===== config.mk =====
export PLATFORM = sky130hd
export DESIGN_NAME = xor_checked_packet_framer_flat
export DESIGN_NICKNAME = d
export VERILOG_FILES = /design/src/rtl/core/xcpf_pkg.sv /design/src/rtl/core/xcpf_if.sv /design/src/rtl/core/xcpf_front.sv /design/src/rtl/core/xcpf_queue.sv /design/src/rtl/core/xcpf_back.sv /design/src/rtl/core/xor_checked_packet_framer.sv /design/src/flat_wrapper.sv
export SDC_FILE = /design/constraint.sdc
export NUM_CORES = 1
export LEC_CHECK = 0
export ABC_AREA = 0
export BUFFER_PORTS_ARGS = -buffer_cell sky130_fd_sc_hd__buf_2
export CAP_MARGIN = 20
export CORE_UTILIZATION = 30
export CTS_BUF_LIST = sky130_fd_sc_hd__clkbuf_16
export CTS_CLUSTER_SIZE = 24
export DETAILED_ROUTE_END_ITERATION = 10
export PLACE_DENSITY = 0.49
export SKIP_CTS_REPAIR_TIMING = 1
export SYNTH_ARGS = -nofsm -noshare
export SYNTH_HDL_FRONTEND = slang
export SYNTH_SLANG_ARGS = --single-unit

===== constraint.sdc =====
create_clock -name clk -period 13.4 [get_ports clk]
set_clock_uncertainty 0.2 [all_clocks]
set_input_delay 2.68 -clock clk [delete_from_list [all_inputs] [get_ports clk]]
set_output_delay 2.68 -clock clk [all_outputs]
set_load 0.01 [all_outputs]

===== src/rtl/core/xcpf_pkg.sv =====
// shared constants, codes and types of the xor checked packet framer
package xcpf_pkg;

	// frame constants
	localparam logic [7:0] PREAMBLE_0     = 8'hA0;
	localparam logic [7:0] PREAMBLE_1     = 8'hA1;
	localparam logic [7:0] PREAMBLE_2     = 8'hA2;
	localparam logic [7:0] END_MARKER     = 8'hAA;
	localparam logic [7:0] FRAME_OVERHEAD = 8'd12;

	// default depth of the command queue between front and back
	localparam int QUEUE_DEPTH = 4;

	// configuration register indexes
	localparam int CFG_INDEX_W = 8;
	localparam logic [CFG_INDEX_W-1:0] REG_SENDER_ID   = 8'd0;
	localparam logic [CFG_INDEX_W-1:0] REG_RECEIVER_ID = 8'd1;

	// position of a byte inside the frame
	typedef logic [3:0] byte_idx_t;
	localparam byte_idx_t IDX_PRE0   = 4'd0;
	localparam byte_idx_t IDX_PRE1   = 4'd1;
	localparam byte_idx_t IDX_PRE2   = 4'd2;
	localparam byte_idx_t IDX_SENDER = 4'd3;
	localparam byte_idx_t IDX_TASK   = 4'd4;
	localparam byte_idx_t IDX_SIZE   = 4'd5;
	localparam byte_idx_t IDX_RCV0   = 4'd6;
	localparam byte_idx_t IDX_RCV1   = 4'd7;
	localparam byte_idx_t IDX_RCV2   = 4'd8;
	localparam byte_idx_t IDX_DATA   = 4'd9;
	localparam byte_idx_t IDX_END    = 4'd10;
	localparam byte_idx_t IDX_HCHECK = 4'd11;
	localparam byte_idx_t IDX_FINAL  = 4'd12;

	// one classified input word, everything the back end needs to emit it
	typedef struct packed {
		logic        first;
		logic        last;
		logic [7:0]  data;
		logic [7:0]  task_code;
		logic [7:0]  size;
		logic [7:0]  sender;
		logic [23:0] receiver;
		logic [7:0]  header_check;
		logic [7:0]  final_check;
	} frame_cmd_t;

	// queue status seen by front and back
	typedef struct packed {
		logic empty;
		logic full;
	} queue_status_t;

endpackage


===== src/rtl/core/xcpf_if.sv =====
// valid/ready channel interfaces of the framer

// input word channel
interface xcpf_item_if;
	logic       valid;
	logic       ready;
	logic [7:0] payload_byte;
	logic [7:0] task_code;
	logic [7:0] payload_length;
	modport source(output valid, output payload_byte, output task_code,
		output payload_length, input ready);
	modport sink(input valid, input payload_byte, input task_code,
		input payload_length, output ready);
endinterface

// output byte channel
interface xcpf_frame_if;
	logic       valid;
	logic       ready;
	logic [7:0] frame_byte;
	logic       frame_end;
	modport source(output valid, output frame_byte, output frame_end, input ready);
	modport sink(input valid, input frame_byte, input frame_end, output ready);
endinterface

// register write channel
interface xcpf_cfg_if;
	logic                           valid;
	logic                           ready;
	logic [xcpf_pkg::CFG_INDEX_W-1:0] reg_index;
	logic [23:0]                    wdata;
	modport source(output valid, output reg_index, output wdata, input ready);
	modport sink(input valid, input reg_index, input wdata, output ready);
endinterface


===== src/rtl/core/xcpf_front.sv =====
// front end: accepts input words, tracks packet state and builds commands
module xcpf_front (
	input  logic                    clk,
	input  logic                    arst_n,
	xcpf_item_if.sink               item,
	input  logic [7:0]              sender_id,
	input  logic [23:0]             receiver_id,
	input  xcpf_pkg::queue_status_t qstat,
	output logic                    push,
	output xcpf_pkg::frame_cmd_t    cmd
);

	logic [7:0] count_q;
	logic [7:0] len_q;
	logic [7:0] hcheck_q;
	logic [7:0] run_q;

	logic       idle;
	logic       take;
	logic       drop;
	logic       last;
	logic [7:0] size;
	logic [7:0] hcheck_first;
	logic [7:0] count_nx;
	logic [7:0] len_cur;
	logic [7:0] hcheck_cur;
	logic [7:0] run_cur;

	assign item.ready = !qstat.full;

	// classify the word and compute the checks
	always_comb begin
		idle         = (count_q == 8'd0);
		take         = item.valid && item.ready;
		drop         = idle && (item.payload_length == 8'd0);
		size         = item.payload_length + xcpf_pkg::FRAME_OVERHEAD;
		hcheck_first = sender_id ^ item.task_code ^ size ^ receiver_id[23:16]
			^ receiver_id[15:8] ^ receiver_id[7:0];
		count_nx     = count_q + 8'd1;
		len_cur      = idle ? item.payload_length : len_q;
		hcheck_cur   = idle ? hcheck_first : hcheck_q;
		run_cur      = (idle ? hcheck_first : run_q) ^ item.payload_byte;
		last         = (count_nx >= len_cur);
		push         = take && !drop;

		cmd.first        = idle;
		cmd.last         = last;
		cmd.data         = item.payload_byte;
		cmd.task_code    = item.task_code;
		cmd.size         = size;
		cmd.sender       = sender_id;
		cmd.receiver     = receiver_id;
		cmd.header_check = hcheck_cur;
		cmd.final_check  = run_cur ^ xcpf_pkg::END_MARKER ^ hcheck_cur;
	end

	// packet state
	always_ff @(posedge clk or negedge arst_n) begin
		if (!arst_n) begin
			count_q  <= 8'd0;
			len_q    <= 8'd0;
			hcheck_q <= 8'd0;
			run_q    <= 8'd0;
		end else if (push) begin
			if (last) begin
				count_q  <= 8'd0;
				len_q    <= 8'd0;
				hcheck_q <= 8'd0;
				run_q    <= 8'd0;
			end else begin
				count_q  <= count_nx;
				len_q    <= len_cur;
				hcheck_q <= hcheck_cur;
				run_q    <= run_cur;
			end
		end
	end

	// inside a packet the count stays below the latched length
	a_count_below_len: assert property (@(posedge clk) disable iff (!arst_n)
		(count_q != 8'd0) |-> (count_q < len_q))
		else $error("payload count reached latched length inside a packet");

endmodule


===== src/rtl/core/xcpf_queue.sv =====
// short command queue between front and back
module xcpf_queue #(
	parameter int DEPTH = xcpf_pkg::QUEUE_DEPTH
) (
	input  logic                    clk,
	input  logic                    arst_n,
	input  logic                    push,
	input  xcpf_pkg::frame_cmd_t    wr_cmd,
	input  logic                    pop,
	output xcpf_pkg::frame_cmd_t    head,
	output xcpf_pkg::queue_status_t qstat
);

	localparam int PTR_W = (DEPTH > 1) ? $clog2(DEPTH) : 1;
	localparam int CNT_W = $clog2(DEPTH + 1);

	xcpf_pkg::frame_cmd_t mem_q [DEPTH];
	logic [PTR_W-1:0]     wr_q;
	logic [PTR_W-1:0]     rd_q;
	logic [CNT_W-1:0]     cnt_q;

	assign qstat.empty = (cnt_q == '0);
	assign qstat.full  = (cnt_q == CNT_W'(DEPTH));
	assign head        = mem_q[rd_q];

	// storage
	always_ff @(posedge clk) begin
		if (push) begin
			mem_q[wr_q] <= wr_cmd;
		end
	end

	// pointers and fill count
	always_ff @(posedge clk or negedge arst_n) begin
		if (!arst_n) begin
			wr_q  <= '0;
			rd_q  <= '0;
			cnt_q <= '0;
		end else begin
			if (push) begin
				wr_q <= (wr_q == PTR_W'(DEPTH - 1)) ? '0 : wr_q + PTR_W'(1);
			end
			if (pop) begin
				rd_q <= (rd_q == PTR_W'(DEPTH - 1)) ? '0 : rd_q + PTR_W'(1);
			end
			if (push && !pop) begin
				cnt_q <= cnt_q + CNT_W'(1);
			end else if (pop && !push) begin
				cnt_q <= cnt_q - CNT_W'(1);
			end
		end
	end

	// no write into a full queue, no read from an empty one
	a_no_overflow: assert property (@(posedge clk) disable iff (!arst_n)
		!(push && qstat.full))
		else $error("command queue overflow");

	a_no_underflow: assert property (@(posedge clk) disable iff (!arst_n)
		!(pop && qstat.empty))
		else $error("command queue underflow");

endmodule


===== src/rtl/core/xcpf_back.sv =====
// back end: expands each command into frame bytes behind an output register
module xcpf_back (
	input  logic                    clk,
	input  logic                    arst_n,
	input  xcpf_pkg::frame_cmd_t    head,
	input  xcpf_pkg::queue_status_t qstat,
	output logic                    pop,
	xcpf_frame_if.source            frame
);

	xcpf_pkg::frame_cmd_t cmd_q;
	logic                 active_q;
	xcpf_pkg::byte_idx_t  idx_q;
	logic                 valid_q;
	logic [7:0]           byte_q;
	logic                 end_q;

	xcpf_pkg::frame_cmd_t cur;
	xcpf_pkg::byte_idx_t  idx;
	xcpf_pkg::byte_idx_t  end_idx;
	logic                 avail;
	logic                 out_free;
	logic                 emit;
	logic                 done;
	logic [7:0]           next_byte;

	assign frame.valid      = valid_q;
	assign frame.frame_byte = byte_q;
	assign frame.frame_end  = end_q;

	// pick the command and byte position to emit
	always_comb begin
		cur      = active_q ? cmd_q : head;
		idx      = active_q ? idx_q
			: (head.first ? xcpf_pkg::IDX_PRE0 : xcpf_pkg::IDX_DATA);
		end_idx  = cur.last ? xcpf_pkg::IDX_FINAL : xcpf_pkg::IDX_DATA;
		avail    = active_q || !qstat.empty;
		out_free = !valid_q || frame.ready;
		emit     = avail && out_free;
		done     = (idx == end_idx);
		pop      = emit && !active_q;
	end

	// byte select
	always_comb begin
		case (idx)
			xcpf_pkg::IDX_PRE0:   next_byte = xcpf_pkg::PREAMBLE_0;
			xcpf_pkg::IDX_PRE1:   next_byte = xcpf_pkg::PREAMBLE_1;
			xcpf_pkg::IDX_PRE2:   next_byte = xcpf_pkg::PREAMBLE_2;
			xcpf_pkg::IDX_SENDER: next_byte = cur.sender;
			xcpf_pkg::IDX_TASK:   next_byte = cur.task_code;
			xcpf_pkg::IDX_SIZE:   next_byte = cur.size;
			xcpf_pkg::IDX_RCV0:   next_byte = cur.receiver[23:16];
			xcpf_pkg::IDX_RCV1:   next_byte = cur.receiver[15:8];
			xcpf_pkg::IDX_RCV2:   next_byte = cur.receiver[7:0];
			xcpf_pkg::IDX_DATA:   next_byte = cur.data;
			xcpf_pkg::IDX_END:    next_byte = xcpf_pkg::END_MARKER;
			xcpf_pkg::IDX_HCHECK: next_byte = cur.header_check;
			xcpf_pkg::IDX_FINAL:  next_byte = cur.final_check;
			default:              next_byte = 8'h00;
		endcase
	end

	// sequencer and output valid
	always_ff @(posedge clk or negedge arst_n) begin
		if (!arst_n) begin
			active_q <= 1'b0;
			idx_q    <= xcpf_pkg::IDX_PRE0;
			valid_q  <= 1'b0;
		end else begin
			if (emit) begin
				valid_q <= 1'b1;
				if (done) begin
					active_q <= 1'b0;
				end else begin
					active_q <= 1'b1;
					idx_q    <= idx + 4'd1;
				end
			end else if (frame.ready) begin
				valid_q <= 1'b0;
			end
		end
	end

	// held command and output word
	always_ff @(posedge clk) begin
		if (pop) begin
			cmd_q <= head;
		end
		if (emit) begin
			byte_q <= next_byte;
			end_q  <= (idx == xcpf_pkg::IDX_FINAL);
		end
	end

	// the final check only goes out for a command that closes a packet
	a_final_on_last: assert property (@(posedge clk) disable iff (!arst_n)
		(emit && (idx == xcpf_pkg::IDX_FINAL)) |-> cur.last)
		else $error("final check emitted for a command that is not last");

endmodule


===== src/rtl/core/xor_checked_packet_framer.sv =====
// top level of the xor checked packet framer
//
// item channel: one payload word per transfer. On the first word of a packet
// payload_length is latched and task_code goes into the header; a first word
// of length zero is dropped. frame channel: one frame byte per transfer,
// frame_end marks the final check byte. cfg channel: reg_index 0 writes
// sender_id, 1 writes receiver_id; it is always ready and other indexes are
// ignored. The first byte caused by a word passes the command queue and the
// output register before it shows on frame. Throughput: while frame.ready is
// high the back end sends one byte per cycle; a first word makes 10 bytes, a
// middle word 1, a last word 4, a one-word packet 13, so middle words are
// taken one per cycle. The front end takes a word whenever the command queue
// between the two halves has room. The output register holds its byte while
// frame.ready is low; the queue then fills and item.ready drops. Reset clears
// packet state, the queue, the output valid and both configuration registers.
module xor_checked_packet_framer #(
	parameter int QUEUE_DEPTH = xcpf_pkg::QUEUE_DEPTH
) (
	input  logic         clk,
	input  logic         arst_n,
	xcpf_item_if.sink    item,
	xcpf_frame_if.source frame,
	xcpf_cfg_if.sink     cfg
);

	logic [7:0]              sender_q;
	logic [23:0]             receiver_q;
	logic                    push;
	logic                    pop;
	xcpf_pkg::frame_cmd_t    wr_cmd;
	xcpf_pkg::frame_cmd_t    head;
	xcpf_pkg::queue_status_t qstat;

	assign cfg.ready = 1'b1;

	// configuration registers
	always_ff @(posedge clk or negedge arst_n) begin
		if (!arst_n) begin
			sender_q   <= 8'd0;
			receiver_q <= 24'd0;
		end else if (cfg.valid) begin
			case (cfg.reg_index)
				xcpf_pkg::REG_SENDER_ID:   sender_q   <= cfg.wdata[7:0];
				xcpf_pkg::REG_RECEIVER_ID: receiver_q <= cfg.wdata;
				default: ;
			endcase
		end
	end

	// front end
	xcpf_front u_front (
		.clk         (clk),
		.arst_n      (arst_n),
		.item        (item),
		.sender_id   (sender_q),
		.receiver_id (receiver_q),
		.qstat       (qstat),
		.push        (push),
		.cmd         (wr_cmd)
	);

	// command queue
	xcpf_queue #(
		.DEPTH (QUEUE_DEPTH)
	) u_queue (
		.clk    (clk),
		.arst_n (arst_n),
		.push   (push),
		.wr_cmd (wr_cmd),
		.pop    (pop),
		.head   (head),
		.qstat  (qstat)
	);

	// back end
	xcpf_back u_back (
		.clk    (clk),
		.arst_n (arst_n),
		.head   (head),
		.qstat  (qstat),
		.pop    (pop),
		.frame  (frame)
	);

endmodule

===== src/flat_wrapper.sv =====
// flat-port wrapper written by rule: the top's interface ports become plain ports
module xor_checked_packet_framer_flat 
#(
	parameter int QUEUE_DEPTH = xcpf_pkg::QUEUE_DEPTH
)
  (clk, arst_n, item_valid, item_payload_byte, item_task_code, item_payload_length, item_ready, frame_valid, frame_frame_byte, frame_frame_end, frame_ready, cfg_valid, cfg_reg_index, cfg_wdata, cfg_ready);
  xcpf_item_if item_i ();
  xcpf_frame_if frame_i ();
  xcpf_cfg_if cfg_i ();
  input  logic clk;
  input  logic arst_n;
  input wire logic [$bits(item_i.valid)-1:0] item_valid;
  input wire logic [$bits(item_i.payload_byte)-1:0] item_payload_byte;
  input wire logic [$bits(item_i.task_code)-1:0] item_task_code;
  input wire logic [$bits(item_i.payload_length)-1:0] item_payload_length;
  output wire logic [$bits(item_i.ready)-1:0] item_ready;
  output wire logic [$bits(frame_i.valid)-1:0] frame_valid;
  output wire logic [$bits(frame_i.frame_byte)-1:0] frame_frame_byte;
  output wire logic [$bits(frame_i.frame_end)-1:0] frame_frame_end;
  input wire logic [$bits(frame_i.ready)-1:0] frame_ready;
  input wire logic [$bits(cfg_i.valid)-1:0] cfg_valid;
  input wire logic [$bits(cfg_i.reg_index)-1:0] cfg_reg_index;
  input wire logic [$bits(cfg_i.wdata)-1:0] cfg_wdata;
  output wire logic [$bits(cfg_i.ready)-1:0] cfg_ready;
  assign item_i.valid = item_valid;
  assign item_i.payload_byte = item_payload_byte;
  assign item_i.task_code = item_task_code;
  assign item_i.payload_length = item_payload_length;
  assign item_ready = item_i.ready;
  assign frame_valid = frame_i.valid;
  assign frame_frame_byte = frame_i.frame_byte;
  assign frame_frame_end = frame_i.frame_end;
  assign frame_i.ready = frame_ready;
  assign cfg_i.valid = cfg_valid;
  assign cfg_i.reg_index = cfg_reg_index;
  assign cfg_i.wdata = cfg_wdata;
  assign cfg_ready = cfg_i.ready;
  xor_checked_packet_framer #(.QUEUE_DEPTH(QUEUE_DEPTH)) u_core (.clk(clk), .arst_n(arst_n), .item(item_i), .frame(frame_i), .cfg(cfg_i));
endmodule

== Word-level counts from Yosys, hierarchy flattened ==
Memories as Yosys holds them, arrays and structs flattened.
Cells that the tools add are included.
Word-level totals
  bits of input ports: 61
  memories kept: 1
  register bits after elaboration: 159
  bits in writable memories: 296
  word-level logic and storage cells: 104
  output and inout bits: 12
Cells by class
  multiplexer cells: 21
  order comparisons: 1
  $add $sub $neg: 7
  eq/ne operators: 17
  reductions and logical operators: 26
  bitwise logic cells: 9
Memories
  u_core.u_queue.mem_q: words 4, bits a word 74, read ports 1, clocked after Yosys merged registers in 0, wr ports 1, RTL line xcpf_queue.sv:17  | xcpf_pkg::frame_cmd_t mem_q [DEPTH];
Operator list (count)
  $pmux W8 S13: 1
  $mux W73: 1
  $mux W8: 7
  $xor A8 B8 Y8: 7
  $logic_not A8 Y1: 3
  $eq A4 B4 Y1 const B: 5
  $eq A4 B3 Y1 const B: 4
  $mux W3: 3
  $add A8 B1 Y8 const B: 1
  $add A8 B4 Y8 const B: 1
  $eq A4 B2 Y1 const B: 2
  $eq A8 B1 Y1 const B: 1
  $ge A8 B8 Y1: 1
  $mux W4: 2
  $logic_and A1 B1 Y1: 7
  $logic_not A1 Y1: 7
  $reduce_and A2 Y1: 3
  $mux W1: 5
  $add A2 B1 Y2 const B: 2
  $add A4 B1 Y4 const B: 1
  $eq A2 B2 Y1 const B: 2
  $eq A4 B1 Y1 const B: 1
  $eq A4 B4 Y1: 1
  $logic_not A4 Y1: 1
  other kinds (9): 12

== Depth between registers and ports, before layout ==
Gate-level depths: netlist of the first run.
  word-level depth: 9
  mapped depth: 17
  gate-level depth less buffers: 15

== Modules after synthesis ==
A second synthesis of the first run with hierarchy kept.
Unflattened totals
  cells, all modules: 1070
  area total of the unflattened synthesis: 19228.4 µm²
By module, submodules not included
  xcpf_queue: cells each 424, area an instance 11133.2 µm², seq. area each 9063.7 µm², times used 1
  xcpf_back: cells each 229, area an instance 3658.5 µm², seq. area each 2612.5 µm², times used 1
  xcpf_front: cells each 343, area an instance 3096.7 µm², seq. area each 800.8 µm², times used 1
  xor_checked_packet_framer: cells each 74, area an instance 1340.0 µm², seq. area each 800.8 µm², times used 1

== Worst setup path before layout of the first run ==
Ideal clock, no wire load.
  path kind: input port to flip-flop
  from: input frame_ready
  to: register u_core.u_queue.cnt_q[1]
  library setup time: 0.125 ns
  path slack: 3.795 ns
  stages: 7
  buffers on the path: 0
  required time: 13.075 ns
  data arrival time: 9.280 ns
  path through: nor2b_1 nor3_1 inv_1 ha_1 inv_1 fa_1 mux2_2
On the way
  cells in the longest elaborated chain, start to end: 6
  elaborated cells on any way between the ends: 8
  classes of those cells: mux: 1; reduce/logical: 7
Ends and longest elaborated chain
  start: declaration: RTL line flat_wrapper.sv:20  | input wire logic [$bits(frame_i.ready)-1:0] frame_ready;
  $logic_or A1 B1 Y1 *: RTL line xcpf_back.sv:38  | out_free = !valid_q || frame.ready;
  $logic_and A1 B1 Y1 *: RTL line xcpf_back.sv:39  | emit = avail && out_free;
  $logic_and A1 B1 Y1 *: RTL line xcpf_back.sv:41  | pop = emit && !active_q;
  via u_core.pop: RTL line xor_checked_packet_framer.sv:29  | logic pop;
  $logic_not A1 Y1: RTL line xcpf_queue.sv:46  | if (push && !pop) begin
  $logic_and A1 B1 Y1: RTL line xcpf_queue.sv:46
  $mux W3 / $reduce_bool A2 Y1 (equally long branches)
  end signal: assignment: RTL line xcpf_queue.sv:47  | cnt_q <= cnt_q + CNT_W'(1);
  end signal: assignment: RTL line xcpf_queue.sv:49  | cnt_q <= cnt_q - CNT_W'(1);
  end: declaration: RTL line xcpf_queue.sv:20  | logic [CNT_W-1:0] cnt_q;
The timed path passes the listed nets; every way through them passes the cells marked *.
A chain may end at the register's enable or synchronous reset.

== Worst setup path in the final report of the first run ==
  from: input item_payload_length[2]
  to: memory u_core.u_queue.mem_q[0][11] in the netlist's numbering (enable)
On the way
  cells in the longest elaborated chain, start to end: 6
Ends and longest elaborated chain
  start: declaration: RTL line flat_wrapper.sv:15  | input wire logic [$bits(item_i.payload_length)-1:0] item_payload_length;
  $logic_not A8 Y1: RTL line xcpf_front.sv:35  | drop = idle && (item.payload_length == 8'd0);
  $logic_and A1 B1 Y1: RTL line xcpf_front.sv:35
  $logic_not A1 Y1: RTL line xcpf_front.sv:44  | push = take && !drop;
  $logic_and A1 B1 Y1: RTL line xcpf_front.sv:44
  $mux W1: RTL line xcpf_queue.sv:28  | if (push) begin
  $mux W1 (implied by the code): RTL line xcpf_queue.sv:29  | mem_q[wr_q] <= wr_cmd;
  end: declaration: RTL line xcpf_queue.sv:17
Every way passes these cells.

==> results of run 1 <==
-- worst register-to-register path, cell delays in order (launching register included) --
cell and delay [ns]:
dfrtp_1 0.46, inv_1 0.09, ha_1 0.14, nor4b_1 0.21
nand2_1 0.09, buf_4 0.28, inv_1 0.11, buf_4 0.43
a21oi_1 0.17, ha_1 0.33, a2111oi_0 0.57, nand2b_1 0.10
a21oi_1 0.13, buf_4 0.32, or2_1 0.25, inv_1 0.28
o21ai_0 0.27
-- cell usage in the layout, fill, tap and decap left out, types with 4 or more instances in the layout --
master	instances
inv_1	32
a22oi_1	22
nor2b_1	6
buf_4	26
a31oi_1	8
and2_1	11
mux2i_1	19
nor3_1	9
o211ai_1	10
buf_2	70
o22ai_1	21
a22o_1	18
and3_1	12
nand2_1	85
xnor3_1	9
clkinv_1	12
ha_1	22
a21o_1	4
o21ai_1	5
xor2_1	14
dfrtp_1	75
a21oi_1	24
o21ai_0	31
o2111ai_1	5
nor2_1	33
bufinv_16	6
nand2b_1	9
nand3_1	7
xnor2_1	37
clkbuf_16	51
and2_4	4
mux4_2	74
mux2_2	38
edfxtp_1	378
-- worst paths after layout --
check                                                         to  slack, ns
max                        u_core.u_queue.mem_q[0][11]$_DFFE_PP_       8.17
min                          u_core.u_front.len_q[7]$_DFFE_PN0P_       0.26
max reg2reg                u_core.u_front.count_q[3]$_DFFE_PN0P_       8.88
min reg2reg                  u_core.u_front.len_q[7]$_DFFE_PN0P_       0.26
max in group asynchronous      u_core.receiver_q[14]$_DFFE_PN0P_      10.02
min in group asynchronous     u_core.u_back.active_q$_DFFE_PN0P_       1.86
-- kinds of logic after synthesis --
kind of cell | synth area share, %
flops | 70.4
compound gates | 5.96
xor+xnor | 3.44
simple gates | 4.78
mux | 12.1
fa+ha+maj | 1.57
buf+inv | 1.69
other cells | 0.0199
-- power by group --
group	internal, mW	total, mW	leakage [nW]	switching (mW)
combinational	0.513	1.33	2.48	0.819
clock	0.801	1.35	0.839	0.550
sequential	1.93	2.07	4.32	0.141
total	3.25	4.76	7.63	1.51
-- flip-flops by register name (all words and copies together), names as in the netlist --
register,flops
u_core.receiver_q,24
u_core.sender_q,8
u_core.u_back.active_q,1
u_core.u_back.cmd_q,73
u_core.u_back.frame.frame_byte,8
u_core.u_back.frame.frame_end,1
u_core.u_back.frame.valid,1
u_core.u_back.idx_q,4
u_core.u_front.count_q,8
u_core.u_front.hcheck_q,8
u_core.u_front.len_q,8
u_core.u_front.run_q,8
u_core.u_queue.cnt_q,3
u_core.u_queue.mem_q,296
u_core.u_queue.rd_q,2
u_core.u_queue.wr_q,2
-- stage by stage --
stage | std cells | utilization (%)
2_1_floorplan | 1106 | -
3_3_place_gp | 1979 | 32.6
3_5_place_dp | 1979 | 32.6
4_1_cts | 2072 | 35.2
5_1_grt | 2072 | 35.2
6_report | 2072 | 35.2
-- layer usage --
metal / GRT usage (%) / vias up
met5: 0 / -
met4: 4.40 / 4
met3: 2.20 / 70
met2: 24.1 / 260
met1: 20.8 / 5307
li1: - / 4514
-- area by class of cell --
class | count | area, um2
clock buffers | 51 | 1280
well taps | 837 | 1050
clock inverters | 42 | 335
flip-flops and latches | 455 | 13300
fillers | 5914 | 40100
inverters | 16 | 60.1
multi-input cells | 575 | 5280
repair buffers | 96 | 546
==> summary.md, run 1 <==
| Metric | Value |
|---|---|
| Status | finished clean |
| Design area | 0.0218 mm2 |
| Synth Instances | 1106 |
| M1 WL | 21500 um |
| Unrepaired setup endpoints after global routing | no |
| Tmin final | 5.23 ns |
| Nets | 1278 |
| CP cell instances | buf_2, inv_1, ha_1, nor4b_1, nand2_1, o211ai_4, inv_2, and2_4, buf_4 |
| Setup CP Type | in -> reg |
| Hold Startpoint | u_core.u_front.len_q[7]$_DFFE_PN0P_ |
| Global-route usage over all layers | 14.9% |
| Core area | 0.0619 mm2 |
| Syn_area_per_cell | 17.0 um2 |
| Vias per cell | 4.90 |
| Remaining global-route overflow | 0 |
| CTS HTree Levels | 2 |
| Initial Util | 30.4% |
| Initial antenna violation count | 2 |
| CTS Buf Count | 50 |
| Most frequent cell after synthesis | edfxtp_1 |
| Antenna cells | 0 |
| Die Ht | 253 um |
| First-pass GRT wire length | 69800 um |
| Yosys top cell area share | 60.2% |
| Kind of cell adding the most delay to the critical path | buffers and inverters |
| Ys flop type | edfxtp_1 |
| CTS clk-pin slew, worst paths | 0.06 ns |
| Number of synthesized flops with an enable pin | 378 |
| Max Cap Viol | 0 |
| Type of the tightest min-delay check | reg -> reg |
| Setup TNS | 0 ns |
| Worst setup EP type | flip-flop |
| Mapped cell area | 0.0189 mm2 |
| Area contributors post-synth | edfxtp_1 60%, dfrtp_1 10%, mux4_2 8.8%, mux2_2 2.3%, xnor2_1 1.7% |
| Routed Antenna Nets | 0 |
| Die width | 253 um |
| Synth-to-Final Area Change | 15.8% |
| Place WS | 7.56 ns |
| Worst IR Drop VDD | 0.0968 mV |
| Type of origin of the critical path | primary input |
| Design Power | 4.76 mW |
| Pin count of the biggest net entering global routing | 61 |
| Tcrit/Tclk final | 39.0% |
| Synth area leader | edfxtp_1 |
| Vias in the first global route | 10.5k |
| Met2 wire length | 21900 um |
| Syn Nets | 1190 |
| IO Pins | 73 |
| Slowest CP cell | buf_4 |
| Max FO, Critical Path | 45 |
| Critical Path Stages | 9 |
| Worst Setup Slack, final | 8.17 ns |
| CTS tree | yes |
| Leak | 7.63 nW |
| #FFs+latches synth | 455 |
| Yosys warning count | 0 |
| Met3 Wirelength | 2170 um |
| Die Footprint | 0.0639 mm2 |
| Worst slew pin tran | 1.06 ns |
| Final number of hold-violating endpoints | 0 |
| Register area share after synthesis | 70.4% |
| Layout cell share with drive strength beyond 1 | 23.2% |
| Worst reg-to-reg path cell count | 16 |
| Final HPWL from detailed placement | 28800 um |
| CP required | 13.40 ns |
| GP Congestion | 0.761 |
| Pwr/cell area | 218 mW/mm2 |
| CTS sink cnt | 455 |
| IO Port Bufs | 71 |
| Post-synth top cells | 378 x edfxtp_1, 85 x nand2_1, 77 x dfrtp_1 |
| Cell area after placement | 0.0202 mm2 |
| Critical Path AT | 5.23 ns |
| CP bufs+invs | 4 |
| Critical path origin | item_payload_length[2] |
| Max Clk Rate | 0.191 GHz |
| Hold slack | 0.257 ns |
| DRC Markers | 0 |
| FFs w/ async S/R, synth | 16.9% |
| Routed wire length per instance | 22.5 um |
| R2r startpoint | u_core.u_front.count_q[0]$_DFFE_PN0P_ |
| Cell variety after synth | 57 |
| CTS max path bufs | 3 |
| Routed wire length | 46600 um |
| Final setup viols | 0 |
| Via count | 10.2k |
| CP max stage delay | 0.70 ns |
| Slew margin rel. | 28.7% |
| Max layer used | met5 |
| Clk root buf | clkbuf_16 |
| Iter 0 DRT Violations | 801 |
| Pre-antenna DRT Iters | 5 |
| Final Max Slew Viols | 0 |
| Row cnt | 91 |
| Later-pin clock latency in the skew report | 0.59 ns |
| Worst Hold Depth | 2 |
Power figures use the tool's default switching activity.
==> run 2, diff against run 1 <==
==> constraint.sdc (replaced) <==
create_clock -name clk -period 4.86 [get_ports clk]
set_clock_uncertainty 0.2 [all_clocks]
set_input_delay 0.972 -clock clk [delete_from_list [all_inputs] [get_ports clk]]
set_output_delay 0.972 -clock clk [all_outputs]
set_load 0.01 [all_outputs]
==> run 2 against run 1 <==
- worst hold slack better by 0.0031 ns
- clock power increased to 2.6 times the previous value
- die area is the same
- via count down 2.0%
- register-to-register slack got worse by 8.2 ns
- worst setup slack worse by 7.5 ns
- wire length fell by 1.5%
- non-clock buffer count rose by 7
- first-iteration DRC count shrank 17%
- sequential share of layout area about the same
- sequential cell count did not move
- utilization barely moved
==> summary.md, run 2 (synthesis results as in run 1) <==
| Metric | Value |
|---|---|
| Final setup viols | 0 (unchanged) |
| CTS max path bufs | 3 (unchanged) |
| Type of origin of the critical path | flip-flop |
| Post-Place Cells | 1986 (+0.35%) |
| Die Footprint | 0.0639 mm2 (unchanged) |
| Most common cell after layout, fill and taps aside | edfxtp_1 |
| CTS clk-pin slew, worst paths | 0.06 ns (about the same) |
| Setup CP Type | reg -> reg |
| Routed Antenna Nets | 0 (unchanged) |
| Clk root buf | clkbuf_16 |
| Initial antenna violation count | 3 (+1) |
| Biggest register | u_core.u_queue.mem_q |
| CTS HTree Levels | 2 (unchanged) |
| IO Pins | 73 (unchanged) |
| Tcrit/Tclk final | 86.7% |
| Via count | 9952 (-2.0%) |
| IO Port Bufs | 71 (unchanged) |
| Nets | 1283 (+0.39%) |
| Leak | 7.65 nW (+0.20%) |
| Pin count of the biggest net entering global routing | 77 (+26%) |
| Pre-antenna DRT Iters | 5 (unchanged) |
| Initial Util | 30.4% (unchanged) |
| Worst slew pin tran | 0.883 ns (-0.179 ns) |
| Vias per cell | 4.79 (-2.2%) |
| DRC Markers | 0 (unchanged) |
| Worst setup EP type | flip-flop |
| Iter 0 DRT Violations | 666 (-17%) |
| Final Max Slew Viols | 0 (unchanged) |
| Fin cells | 2076 (+0.19%) |
| Row cnt | 91 (unchanged) |
| Vias in the first global route | 10.3k (-1.8%) |
| Critical Path AT | 4.51 ns (-0.72 ns) |
| Sw Ratio | 31.9% (+0.15 points) |
| CTS sink cnt | 455 (unchanged) |
| Final HPWL from detailed placement | 29300 um (+1.7%) |
| CP required | 5.16 ns (-8.24 ns) |
| Status | finished clean |
| Met3 Wirelength | 1740 um (-20%) |
| Met2 wire length | 21800 um (-0.39%) |
| Die width | 253 um (unchanged) |
| Core area | 0.0619 mm2 (unchanged) |
| Synth-to-Final Area Change | 15.9% (about the same) |
| Seq pwr share | 43.6% (about the same) |
| P_int | 8.82 mW (+170%) |
| Psw | 4.13 mW (+170%) |
| Max reg flops | 296 (unchanged) |
| Routed wire length | 45900 um (-1.5%) |
| Remaining global-route overflow | 0 (unchanged) |
| Clock power share | 27.2% (-1.2 points) |
| CTS Buf Count | 48 (-4.0%) |
| Worst IR Drop VDD | 0.407 mV (+320%) |
| Routed wire length per instance | 22.1 um (-1.7%) |
| M1 WL | 21600 um (about the same) |
| Max Clk Rate | 0.237 GHz |
| Worst Setup Slack, final | 0.646 ns (-7.52 ns) |
| Slew margin rel. | 40.6% (+12 points) |
| First-pass GRT wire length | 69000 um (-1.1%) |
| Setup TNS | 0 ns (unchanged) |
| Max layer used | met5 |
| Combinational fraction of design power | 29.2% (+1.2 points) |
| Layout cell share with drive strength beyond 1 | 23.5% (+0.33 points) |
| Antenna cells | 0 (unchanged) |
| Type of the tightest min-delay check | reg -> reg |
| Pwr/cell area | 593 mW/mm2 (+170%) |
| Filler Cells Inserted | 5895 (-0.32%) |
| Largest regs | u_core.u_queue.mem_q (296), u_core.u_back.cmd_q (73), u_core.receiver_q (24) |
| CTS tree | yes |
| Later-pin clock latency in the skew report | 0.59 ns (about the same) |
| GP Congestion | 0.776 (+2.1%) |
| Die Ht | 253 um (unchanged) |
| Commonest cells after routing, fill and taps aside | 378 x edfxtp_1, 85 x nand2_1, 75 x dfrtp_1 |
| Final number of hold-violating endpoints | 0 (unchanged) |
| Tmin final | 4.21 ns |
| Max Cap Viol | 0 (unchanged) |
| Unrepaired setup endpoints after global routing | no |
| Max FO, Critical Path | 21 (-53%) |
| Place WS | 0.684 ns (-6.87 ns) |
| Global-route usage over all layers | 14.7% (-0.23 points) |
## run 2: changes by cell type in the layout (fill, tap and decap cells not counted), sizes merged
| cell | previous run | this run |
|---|---|---|
| bufinv | 6 | 4 |
| clkbuf | 51 | 49 |
| clkinvlp | 3 | 0 |
| buf | 96 | 103 |
| clkinv | 15 | 19 |
## run 2: cell type report
| type | instances | area, um2 | area share, % |
|---|---|---|---|
| tap | 837 | 1050 | 4.79 |
| clock buffer | 49 | 1230 | 5.61 |
| multi-input combinational | 575 | 5290 | 24.2 |
| clock inverter | 41 | 278 | 1.27 |
| sequential | 455 | 13300 | 60.8 |
| inverter | 16 | 60.1 | 0.275 |
| timing repair buffer | 103 | 661 | 3.02 |
## run 2: path summary, 6_finish.rpt
path                                                             from                                     to  slack, ns  cells past startpoint
worst min-delay path              u_core.u_front.len_q[7]$_DFFE_PN0P_    u_core.u_front.len_q[7]$_DFFE_PN0P_       0.26                      2
worst max-delay path            u_core.u_front.count_q[0]$_DFFE_PN0P_    u_core.u_front.len_q[0]$_DFFE_PN0P_       0.65                     15
max in group asynchronous                                      arst_n      u_core.receiver_q[15]$_DFFE_PN0P_       3.30                      2
worst min register to register    u_core.u_front.len_q[7]$_DFFE_PN0P_    u_core.u_front.len_q[7]$_DFFE_PN0P_       0.26                      2
min in group asynchronous                                      arst_n  u_core.u_front.count_q[2]$_DFFE_PN0P_       0.29                      1
worst max register to register  u_core.u_front.count_q[0]$_DFFE_PN0P_    u_core.u_front.len_q[0]$_DFFE_PN0P_       0.65                     15
## run 2: layer usage
layer | vias up | track usage [%]
li1 | 4522 | -
met1 | 5158 | 20.8
met2 | 214 | 23.5
met3 | 56 | 2.13
met4 | 2 | 4.23
met5 | - | 0
## run 2: metrics by stage
stage | hold WS (ns) | util, % | area, um2 | total power [mW]
2_1_floorplan | 0.230 | - | 18900 | 8.16
3_3_place_gp | 0.241 | 32.8 | 20300 | 9.55
3_5_place_dp | 0.249 | 32.8 | 20300 | 9.60
4_1_cts | 0.262 | 35.3 | 21800 | 13.2
5_1_grt | 0.283 | 35.3 | 21800 | 13.6
6_report | 0.260 | 35.3 | 21800 | 13.0
## run 2: power groups by stage
stage / clock network, mW / registers (mW) / logic [mW]
floorplan: 0 / 5.65 / 2.51
detailed placement: 0 / 5.73 / 3.87
CTS: 3.64 / 5.66 / 3.88
global placement: 0 / 5.71 / 3.84
global route: 3.76 / 5.73 / 4.10
finish: 3.53 / 5.65 / 3.78
## run 2: worst max-delay path, stage by stage, from the launching register on
cell       delay, ns
dfrtp_1         0.45
inv_1           0.09
ha_1            0.14
nor4b_1         0.30
nand2_1         0.08
buf_4           0.22
inv_1           0.45
a21oi_1         0.15
ha_1            0.33
a2111oi_0       0.55
nand2b_1        0.13
a21oi_2         0.14
buf_4           0.18
or2_1           0.20
inv_1           0.26
o211ai_1        0.25
==> run 3, diff against run 2 <==
--- a/config.mk
+++ b/config.mk
@@ -8,6 +8,7 @@
 export ABC_AREA = 0
 export BUFFER_PORTS_ARGS = -buffer_cell sky130_fd_sc_hd__buf_2
 export CAP_MARGIN = 20
+export CORE_MARGIN = 2
 export CORE_UTILIZATION = 30
 export CTS_BUF_LIST = sky130_fd_sc_hd__clkbuf_16
 export CTS_CLUSTER_SIZE = 24
@@ -16,4 +17,5 @@
 export SKIP_CTS_REPAIR_TIMING = 1
 export SYNTH_ARGS = -nofsm -noshare
 export SYNTH_HDL_FRONTEND = slang
+export SYNTH_HIERARCHICAL = 1
 export SYNTH_SLANG_ARGS = --single-unit
==> run 3 against run 2 <==
- combinational power barely moved
- global-route usage fell by 1.3 points
- first-iteration DRC count increased by 11%
- via count fell by 6.0%
- maximum frequency is 2.2% higher
- worst setup slack gained 0.092 ns
- largest cell class unchanged
- critical endpoint is now u_core/u_front/count_q[0]$_DFFE_PN0P_
- utilization decreased by 0.98 points
- total power rose by 3.1%
- design area decreased by 0.82%
- worst hold slack worse by 0.050 ns
- sequential share of layout area up 0.50 points
==> summary.md, run 3 <==
| Metric | Value |
|---|---|
| Status | finished clean |
| Commonest cells after routing, fill and taps aside | 378 x edfxtp_1, 75 x dfrtp_1, 74 x mux4_2 |
| Biggest register | u_core/u_queue/mem_q |
| Slew margin rel. | 30.0% (-11 points) |
| Area contributors post-synth | edfxtp_1 59%, dfrtp_1 10%, mux4_2 8.7%, buf_4 2.2%, xnor2_1 2.1% |
| Mapped cell area | 0.0192 mm2 (+2.0%) |
| Unrepaired setup endpoints after global routing | no |
| Filler Cells Inserted | 5963 (+1.2%) |
| Register area share after synthesis | 69.1% (-1.4 points) |
| Routed Antenna Nets | 0 (unchanged) |
| Cell area after placement | 0.0201 mm2 (-1.1%) |
| Synth Instances | 1070 (-3.3%) |
| Worst slew pin tran | 1.05 ns (+0.167 ns) |
| Tcrit/Tclk final | 84.8% (-1.9 points) |
| Post-synth top cells | 378 x edfxtp_1, 77 x dfrtp_1, 74 x mux4_2 |
| Final setup viols | 0 (unchanged) |
| Max Cap Viol | 0 (unchanged) |
| Critical path origin | u_core/u_front/count_q[0]$_DFFE_PN0P_ |
| Place WS | 0.724 ns (+0.0401 ns) |
| Kind of cell adding the most delay to the critical path | simple AND/OR/NAND/NOR gates |
| Worst reg-to-reg path cell count | 15 (unchanged) |
| Leak | 7.68 nW (+0.45%) |
| Final HPWL from detailed placement | 28600 um (-2.2%) |
| Largest regs | u_core/u_queue/mem_q (296), u_core/u_back/cmd_q (73), u_core/receiver_q (24) |
| Nets | 1193 (-7.0%) |
| Yosys top cell area share | 59.0% (-1.2 points) |
| Later-pin clock latency in the skew report | 0.59 ns (about the same) |
| Max Clk Rate | 0.243 GHz (+2.2%) |
| Setup CP Type | reg -> reg |
| GP Congestion | 0.806 (+3.8%) |
| CTS max path bufs | 3 (unchanged) |
| Synth Area in XOR/XNOR | 3.30% (-0.15 points) |
| Type of the tightest min-delay check | in -> async |
| Ys flop type | edfxtp_1 |
| Synth-to-Final Area Change | 12.7% |
| Row cnt | 92 (+1.1%) |
| Synth area leader | edfxtp_1 |
| Vias per cell | 4.68 (-2.3%) |
| Setup TNS | 0 ns (unchanged) |
| CP bufs+invs | 2 (-3) |
| Worst Setup Slack, final | 0.738 ns (+0.0917 ns) |
| Remaining global-route overflow | 0 (unchanged) |
| Syn Nets | 1150 (-3.4%) |
| Pwr/cell area | 617 mW/mm2 (+4.0%) |
| Design area | 0.0217 mm2 (-0.82%) |
| CTS clk-pin slew, worst paths | 0.06 ns (about the same) |
| Post-Synth Adder-Cell Area | 1.28% (-0.29 points) |
| CTS tree | yes |
| Die Footprint | 0.0661 mm2 (+3.6%) |
| Most frequent cell after synthesis | edfxtp_1 |
| Critical Path AT | 4.40 ns (-0.11 ns) |
| Routed wire length per instance | 22.0 um (-0.39%) |
| Core area | 0.0632 mm2 (+2.0%) |
| Compound-Gate Fraction of Synth Area | 4.74% (-1.2 points) |
| CTS HTree Levels | 2 (unchanged) |
| Global-route usage over all layers | 13.4% (-1.3 points) |
| Final number of hold-violating endpoints | 0 (unchanged) |
| Worst IR Drop VDD | 0.256 mV (-37%) |
| Most common cell after layout, fill and taps aside | edfxtp_1 |
| CTS Buf Count | 48 (unchanged) |
| Number of synthesized flops with an enable pin | 378 (unchanged) |
| R2r startpoint | u_core/u_front/count_q[0]$_DFFE_PN0P_ |
| Pre-antenna DRT Iters | 6 (+1) |
| Initial Util | 30.4% (about the same) |
| Initial antenna violation count | 0 (-3) |
| Max reg flops | 296 (unchanged) |
| Die Ht | 257 um (+1.8%) |
| CP max stage delay | 0.84 ns (+0.29 ns) |
| Iter 0 DRT Violations | 742 (+11%) |
| Slowest CP cell | a31oi_2 |
| #FFs+latches synth | 455 (unchanged) |
| Synth Area in Simple Gates | 4.74% (-0.041 points) |
| Largest family of logic cells by synthesized area | multiplexers |
| CTS sink cnt | 455 (unchanged) |
| IO Pins | 73 (unchanged) |
| Final Max Slew Viols | 0 (unchanged) |
| Pin count of the biggest net entering global routing | 75 (-2.6%) |
| Routed wire length | 44000 um (-4.1%) |
| CP required | 5.14 ns (-0.02 ns) |
| Hold slack | 0.210 ns (-0.0500 ns) |
| Vias in the first global route | 9645 (-6.1%) |
| IO Port Bufs | 71 (unchanged) |
| Tmin final | 4.12 ns (-0.0917 ns) |
| Layout cell share with drive strength beyond 1 | 26.6% (+3.1 points) |
| Cell variety after synth | 79 (+39%) |
| Via count | 9358 (-6.0%) |
| Worst setup EP type | flip-flop |
| Type of origin of the critical path | flip-flop |
| CP cell instances | inv_1, ha_1, nor4b_4, nand2_2, inv_2, nand2_1, nand2_1, ha_1, nand2b_1, a21oi_1, nor2b_1, o21ai_1, a31oi_2, nor2_1, mux2_2 |
| Clk root buf | clkbuf_16 |
| First-pass GRT wire length | 66000 um (-4.5%) |
| Mux share of post-synthesis cell area | 12.6% (+0.45 points) |
| DRC Markers | 0 (unchanged) |
| Critical Path Stages | 15 (unchanged) |
| FFs w/ async S/R, synth | 16.9% (unchanged) |
| Yosys warning count | 6 (+6) |
| Design Power | 13.4 mW (+3.1%) |
| Syn_area_per_cell | 18.0 um2 (+5.4%) |
| Die width | 257 um (+1.8%) |
| Max FO, Critical Path | 27 (+29%) |
run 3: changes by cell type in the layout (fill, tap and decap cells not counted), sizes merged, moves of 7 or more:
cell / change
o21ai: -8
buf: -14
inv: -8
nand3: +7
and2: -7
o22ai: -18
a21oi: -17
nand2b: +8
nand2: -46
o211ai: -8
xnor2: +11
run 3: worst register-to-register path: stages (launching register included):
cell	delay [ns]
dfrtp_1	0.42
inv_1	0.08
ha_1	0.20
nor4b_4	0.13
nand2_2	0.33
inv_2	0.33
nand2_1	0.15
nand2_1	0.06
ha_1	0.26
nand2b_1	0.09
a21oi_1	0.06
nor2b_1	0.11
o21ai_1	0.08
a31oi_2	0.84
nor2_1	0.32
mux2_2	0.35
run 3: cells by family after synthesis:
kind of cell,after synthesis
buf+inv,113
mux,136
compound gates,118
xor+xnor,66
fa+ha+maj,19
other cells,1
flops,455
simple gates,162
run 3: metrics by stage:
step,utilization (%),std cells
floorplan,-,1070
global placement,31.8,1909
detailed placement,31.8,1909
CTS,34.3,1998
global route,34.3,1998
finish,34.3,1999
run 3: layout make-up:
class | instances | area [um2] | area share [%]
Inverter | 17 | 63.8 | 0.294
Clock buffer | 48 | 1200 | 5.54
Sequential cell | 455 | 13300 | 61.3
Timing Repair Buffer | 89 | 556 | 2.56
Multi-Input combinational cell | 502 | 5150 | 23.8
Antenna cell | 1 | 2.50 | 0.0115
Clock inverter | 41 | 353 | 1.63
Tap cell | 846 | 1060 | 4.88
run 3: path summary, 6_finish.rpt:
path                            slack (ns)                               endpoint
worst min-delay path                  0.21      u_core/receiver_q[18]$_DFFE_PN0P_
worst max-delay path                  0.74  u_core/u_front/count_q[0]$_DFFE_PN0P_
max in group asynchronous             3.31    u_core/u_queue/cnt_q[0]$_DFFE_PN0P_
min in group clk                      0.31    u_core/u_queue/cnt_q[2]$_DFFE_PN0P_
worst max register to register        0.74  u_core/u_front/count_q[0]$_DFFE_PN0P_
worst min register to register        0.31    u_core/u_queue/cnt_q[2]$_DFFE_PN0P_
run 3: per-layer routing:
layer	global-route usage (%)	routed length (um)
met5	0	0
met4	4.47	1070
met3	1.95	1540
met1	18.2	19700
met2	22.3	21700
run 3: power breakdown:
part	internal [mW]	total (mW)	switching, mW
clock network	2.07	3.60	1.53
logic	1.59	3.81	2.22
registers	5.47	5.95	0.482
total	9.13	13.4	4.23
